[src/design/bah_pkg.sv]
// Shared types, constants and a helper function of the bond angle histogram.
`default_nettype none

package bah_pkg;

  localparam int unsigned NUM_SPECIES_DEF = 4;
  localparam int unsigned MAX_BINS_DEF    = 256;

  localparam int unsigned CNT_W   = 32;
  localparam int unsigned WIDTH_W = 16;

  // 180/pi in Q6.24, so that angle (Q2.16) times this gives degrees in Q.40.
  localparam logic [29:0] DEG_PER_RAD = 30'd961263669;
  // 180 degrees in Q.40 plus a tolerance of 1e-5 degree.
  localparam logic [47:0] DEG_LIMIT   = 48'hB400_00A7_C5AC;
  // 180 degrees in Q8.8.
  localparam logic [47:0] SPAN        = 48'd46080;
  localparam logic [15:0] WIDTH_RESET = 16'd256;

  // Shared divider: numerator, divisor and quotient widths.
  localparam int unsigned DIV_NUM_W = 58;
  localparam int unsigned DIV_DEN_W = 49;
  localparam int unsigned DIV_Q_W   = 19;

  typedef enum logic [1:0] {
    ACT_ADD   = 2'd0,
    ACT_READ  = 2'd1,
    ACT_CLEAR = 2'd2,
    ACT_NOP   = 2'd3
  } action_e;

  typedef enum logic [1:0] {
    ST_OK      = 2'd0,
    ST_ANGLE   = 2'd1,
    ST_SPECIES = 2'd2,
    ST_RANGE   = 2'd3
  } status_e;

  typedef enum logic [3:0] {
    CS_SWEEP,
    CS_IDLE,
    CS_PREP,
    CS_CHECK,
    CS_LOADC,
    CS_DIV,
    CS_FETCH,
    CS_COMMIT,
    CS_FINISH
  } ctrl_state_e;

  typedef struct packed {
    action_e     action;
    logic [17:0] angle;
    logic [1:0]  species_center;
    logic [1:0]  species_first;
    logic [1:0]  species_second;
    logic        read_total;
    logic [7:0]  bin_index;
  } cmd_t;

  typedef struct packed {
    status_e     status;
    logic [31:0] bin_count;
    logic [31:0] grand_total;
    logic [17:0] density;
    logic [15:0] bin_center;
    logic        normalized;
  } res_t;

  // Commands from the controller to the datapath.
  typedef struct packed {
    logic load;
    logic prep;
    logic clear;
    logic check;
    logic div_start;
    logic load_count;
    logic fetch;
    logic commit;
    logic dens_store;
    logic finish;
    logic sweep;
  } dp_cmd_t;

  // Status from the datapath to the controller.
  typedef struct packed {
    action_e action;
    logic    fail;
    logic    bin_bad;
    logic    total_zero;
    logic    div_busy;
    logic    sweep_last;
  } dp_stat_t;

  function automatic logic [CNT_W-1:0] sat_inc(input logic [CNT_W-1:0] v);
    sat_inc = (v == '1) ? v : v + CNT_W'(1);
  endfunction

endpackage

`default_nettype wire

[src/design/bah_ctrl.sv]
// Controller state machine that sequences each transaction through the datapath.
`default_nettype none

module bah_ctrl (
  input  wire logic              clk_i,
  input  wire logic              rst_ni,
  input  wire logic              start,
  input  wire bah_pkg::dp_stat_t stat_i,
  output bah_pkg::dp_cmd_t       cmd_o,
  output logic                   busy_o
);

  bah_pkg::ctrl_state_e state_q;
  bah_pkg::ctrl_state_e state_d;

  always_ff @(posedge clk_i or negedge rst_ni) begin
    if (!rst_ni) begin
      state_q <= bah_pkg::CS_SWEEP;
    end else begin
      state_q <= state_d;
    end
  end

  always_comb begin
    state_d = state_q;
    cmd_o   = '0;
    case (state_q)
      bah_pkg::CS_SWEEP: begin
        cmd_o.sweep = 1'b1;
        if (stat_i.sweep_last) begin
          state_d = bah_pkg::CS_IDLE;
        end
      end
      bah_pkg::CS_IDLE: begin
        if (start) begin
          cmd_o.load = 1'b1;
          state_d    = bah_pkg::CS_PREP;
        end
      end
      bah_pkg::CS_PREP: begin
        cmd_o.prep = 1'b1;
        if (stat_i.action == bah_pkg::ACT_ADD || stat_i.action == bah_pkg::ACT_READ) begin
          state_d = bah_pkg::CS_CHECK;
        end else begin
          cmd_o.clear = stat_i.action == bah_pkg::ACT_CLEAR;
          state_d     = bah_pkg::CS_FINISH;
        end
      end
      bah_pkg::CS_CHECK: begin
        cmd_o.check = 1'b1;
        if (stat_i.fail) begin
          state_d = bah_pkg::CS_FINISH;
        end else if (stat_i.action == bah_pkg::ACT_ADD) begin
          cmd_o.div_start = 1'b1;
          state_d         = bah_pkg::CS_DIV;
        end else begin
          state_d = bah_pkg::CS_LOADC;
        end
      end
      bah_pkg::CS_LOADC: begin
        cmd_o.load_count = 1'b1;
        if (stat_i.total_zero) begin
          state_d = bah_pkg::CS_FINISH;
        end else begin
          cmd_o.div_start = 1'b1;
          state_d         = bah_pkg::CS_DIV;
        end
      end
      bah_pkg::CS_DIV: begin
        if (!stat_i.div_busy) begin
          if (stat_i.action == bah_pkg::ACT_ADD) begin
            state_d = bah_pkg::CS_FETCH;
          end else begin
            cmd_o.dens_store = 1'b1;
            state_d          = bah_pkg::CS_FINISH;
          end
        end
      end
      bah_pkg::CS_FETCH: begin
        cmd_o.fetch = 1'b1;
        state_d     = stat_i.bin_bad ? bah_pkg::CS_FINISH : bah_pkg::CS_COMMIT;
      end
      bah_pkg::CS_COMMIT: begin
        cmd_o.commit = 1'b1;
        state_d      = bah_pkg::CS_FINISH;
      end
      bah_pkg::CS_FINISH: begin
        cmd_o.finish = 1'b1;
        state_d = (stat_i.action == bah_pkg::ACT_CLEAR) ? bah_pkg::CS_SWEEP : bah_pkg::CS_IDLE;
      end
      default: begin
        state_d = bah_pkg::CS_IDLE;
      end
    endcase
  end

  assign busy_o = state_q != bah_pkg::CS_IDLE;

endmodule

`default_nettype wire

[config.mk]
export PLATFORM = sky130hd
export DESIGN_NAME = bah_ctrl
export DESIGN_NICKNAME = d
export VERILOG_FILES = /design/src/design/bah_pkg.sv /design/src/design/bah_ctrl.sv
export SDC_FILE = /design/constraint.sdc
export NUM_CORES = 1
export LEC_CHECK = 0
export BUFFER_PORTS_ARGS = -buffer_cell sky130_fd_sc_hd__buf_2
export CORE_AREA = 2 2 39 41
export DETAILED_ROUTE_END_ITERATION = 8
export DIE_AREA = 0 0 41 43
export GPL_TIMING_DRIVEN = 0
export PLACE_DENSITY = 0.64
export SLEW_MARGIN = 20
export SYNTH_ARGS = -nofsm -noshare
export SYNTH_HDL_FRONTEND = slang
export SYNTH_SLANG_ARGS = --single-unit
[constraint.sdc]
create_clock -name clk_i -period 1.9 [get_ports clk_i]
set_input_delay 0.285 -clock clk_i [delete_from_list [all_inputs] [get_ports clk_i]]
set_output_delay 0.285 -clock clk_i [all_outputs]
set_load 0.01 [all_outputs]
# Yosys cells after proc, flatten, opt, wreduce, memory -nomap -nowiden
# Index checks and enable logic that the tools add are counted.
# totals
regBits,4
out_inout_bits,12
wordCells,47
# classes
n_eq_ne,14
mux,28
n_reduce_logical,4
# op_table
op,count
case mux 4 bit (9 select lines),1
two-way mux 4 bit,8
two-way mux 1 bit,17
== test 4 x 3 -> 1 bit (second input constant),4
== test 4 x 2 -> 1 bit (second input constant),2
inequality test 2 bit (second input constant),3
== test 4 x 1 -> 1 bit (second input constant),1
== test 4 bit (second input constant),1
logical NOT 4 bit,1
inequality test 4 x 1 -> 1 bit (second input constant),1
AND reduction 3 bit,1
== test 2 x 1 -> 1 bit (second input constant),1
== test 2 bit (second input constant),1
logical NOT 2 bit,1
two-way mux 2 bit,1
case mux 1 bit (2 select lines),1
logical OR 1 bit,1

# Longest topological paths before layout
# depth
depth_word,4
ltp_mapped,5
ltp_nobuf,4

# Worst setup path after synthesis
# No wires, ideal clock.
# synth_timing
path_kind,reg2reg
start,register state_q[2]
end,register state_q[0]
setup_ns,0.126
arrival_ns,1.354
required_time_ns,1.774
setup_slack_ns,0.420
path_stages_with_launch,6
path_buffers,1
synth_period_minus_slack_ns,1.480
path_cell_list,dfrtp_1 -> buf_6 -> nand2b_4 -> o21a_1 -> o22a_1 -> o32a_1
# synth_via
elab_chain_len,3
word_cells_on_any_way,14
# synth_lines
item,line,text
"start, declared",bah_ctrl.sv:13,bah_pkg::ctrl_state_e state_q;
"start signal, assigned",bah_ctrl.sv:18,state_q <= bah_pkg::CS_SWEEP;
"start signal, assigned",bah_ctrl.sv:20,state_q <= state_d;
== test 4 x 3 -> 1 bit (tied with other cells),bah_ctrl.sv:27,case (state_q)
inequality test 2 bit (no source line),-,
AND reduction 3 bit (no source line),-,
# Parallel ways exist; a longest one is shown, timed or not.
# A chain may end at the register's enable or synchronous reset.

==> flow_metrics.tcl <==
set metrics [dict create \
    status "finished clean" \
    cts_tree "done" \
    finClkSkew_ps 4.555 \
    syn_area_per_cell_um2 7.441 \
    p_leak_nw 0.3005 \
    cp.arrival_ps 1470 \
    yosysSeqAreaShare_pct 23.60 \
    diodes 0 \
    cp-end-kind "output port" \
    ios 22 \
    maxSlewHeadroom_pct 78.79 \
    cts_made_buffers 3 \
    synth-edff-count 0 \
    hold_viol 0 \
    fmax_mhz 570.3 \
    viasPerCell 5.133 \
    irDropWorstVdd_mv 0.6970 \
    post-route-min-period_ps 1754 \
    synth-simple-area-share_pct 41.89 \
    syn_nets 67 \
    gp_congestion 0.7693 \
    dr.pass1.iters 4 \
    grt_start_max_net_pins 11 \
    grt_use_total_pct 15.61 \
    synth_async_sr_flop_share_pct 100.0 \
    wl_per_cell_um 12.49 \
    htree_levels 1 \
    synth_xor_area_share_pct 0 \
    antenna_found_initial 0 \
    critical_path_required_ps 1620 \
    synth.area.mux_share_pct 2.655 \
    grt_pass1_wl_um 1807 \
    ys_seq_elements 4 \
    synth_fa_ha_area_share_pct 0 \
    grt.met3_usage_pct 7.853 \
    slew_viol_final 0 \
    path_class "register to output port" \
    yosysWarnings 0 \
    num-nets-final 94 \
    netlist_area_um2 424.2 \
    setup_viol 0 \
    total_power_w 0.0006746 \
    worst_slack_ps 146.4 \
    dpl_worst_slack_ps 325.8 \
    grt_pass1_vias 426 \
    gr-total-overflow 0 \
    synthesis.instances 57 \
    initial_core_util_pct 30.65 \
    drtIter0Drc 8 \
    grt_setup_unrepaired "false" \
    drv_cap 0 \
    synth_top_family_by_area "simple AND/OR/NAND/NOR gates" \
    tightest_slew_ps 317.0 \
    clkTransAtPathRegs_ps 40 \
    synth-main-ff-cell "dfrtp_1" \
    largest_reg_flops 4 \
    grt.met2_usage_pct 21.88 \
    top_usage_layer "met2" \
    row_count 14 \
    fin_setup_tns_ps 0 \
    postCtsSetupRepairBufs 0 \
    dieHeight_um 43 \
    dieArea_mm2 0.001763 \
    regMostFlops "state_q" \
    dp_hpwl_um 883 \
    cts.sinks 4 \
    clock-root-buffer "clkbuf_4" \
    core-area_mm2 0.001384 \
    drive_gt1_share_pct 42.68 \
    clock_insertion_delay_worst_skew_ps 240 \
    hold_path.class "input pin to register" \
    drcViolationCount 0 \
    p_per_area_mw_per_mm2 1126 \
    die_width_um 41 \
    cp_max_fo 10 \
    fin_crit_sh_pct 92.29 \
    synth_compound_area_share_pct 23.89 \
    synth_cell_types 25 \
    io_buffers 21 \
    clockBufferDepth 2 \
    areaGrowthSynthToFinish_pct 41.30 \
    ant_nets 0 \
    drt_wl_total_um 1224 \
    grtUsageMet1_pct 20.78 \
    top_regs "state_q x4" \
    critPathLaunchType "register" \
    vias 503 \
]
## per-layer routing
metal	share of wire [%]	vias up
li1	-	259
met2	50	18
met3	6.4	0
met5	0	-
met4	0	0
met1	43	226
## worst paths after layout
| check | start | endpoint | slack, ps | depth (start not counted) |
|---|---|---|---|---|
| min in group asynchronous | rst_ni | state_q[1] | 410 | 2 |
| max reg2reg | state_q[3] | state_q[0] | 320 | 5 |
| min reg2reg | state_q[3] | state_q[3] | 740 | 2 |
| max in group asynchronous | rst_ni | state_q[0] | 1370 | 2 |
| min | stat_i[0] | state_q[0] | 280 | 2 |
| max | state_q[3] | cmd_o[6] | 150 | 5 |
## layout make-up
| cell class | instances | area, um2 |
|---|---|---|
| flip-flops and latches | 4 | 100.1 |
| clock buffers | 3 | 22.52 |
| inverters | 2 | 7.507 |
| multi-input cells | 47 | 307.8 |
| well taps | 16 | 20.02 |
| plain buffers | 4 | 26.28 |
| fillers | 149 | 784.5 |
| repair buffers | 22 | 115.1 |
## where the power goes
part	switching, W	total (W)	internal [W]
combinational	0.000253	0.000439	0.000186
clock	0.0000375	0.000108	0.0000708
sequential	0.0000164	0.000127	0.000111
total	0.000307	0.000675	0.000367
## worst max-delay path, stage by stage (launching register included)
cell      delay [ps]
dfrtp_1          390
buf_2            200
nand2b_4         190
nor4_2           190
a21o_1           130
buf_2            130
## cells in the mapped netlist (all sizes together), types with 2 or more instances
cell / instances / area, um2
a21oi: 2 / 10.01
buf: 4 / 26.27
nand2: 5 / 18.77
a21o: 2 / 15.01
a211oi: 2 / 15.01
nand2b: 5 / 46.30
o21ai: 2 / 10.01
nor2b: 3 / 18.77
dfrtp: 4 / 100.1
nor4: 3 / 18.77
nor2: 7 / 26.28
inv: 2 / 7.510
nor3: 6 / 30.03
## layout by cell type (no fill, tap or decap), drive strengths merged, types with 2 or more instances in the layout
master / count
buf: 25
nor2: 7
nor3: 6
nand2: 5
nand2b: 5
dfrtp: 4
clkbuf: 3
nor2b: 3
nor4: 3
a21o: 2
inv: 2
a211oi: 2
o21ai: 2
a21oi: 2
## metrics by stage
step	util, %	cells	hold slack, ps	instance area [um2]
2_1_floorplan	-	57	-10.59	424.2
3_3_place_gp	39.69	94	94.31	549.3
3_5_place_dp	39.69	94	93.77	549.3
4_1_cts	42.04	98	274.7	581.8
5_1_grt	43.31	98	264.8	599.3
6_report	43.31	98	280.1	599.3
## cell families (layout without fill, tap and decap cells)
family,after synthesis,after routing
muxes,1,1
buffers and inverters,6,31
DFF,4,4
AOI/OAI and AO/OA,14,14
and+or+nand+nor,32,32
## timing repair
item / 4_1_cts / 5_1_grt
gates resized for setup: 0 / 4
hold buffers: 1 / 0
endpoints found under the hold margin: 4 / 0
endpoints found under the setup margin: 0 / 2
(Power assumes the default switching activity.)
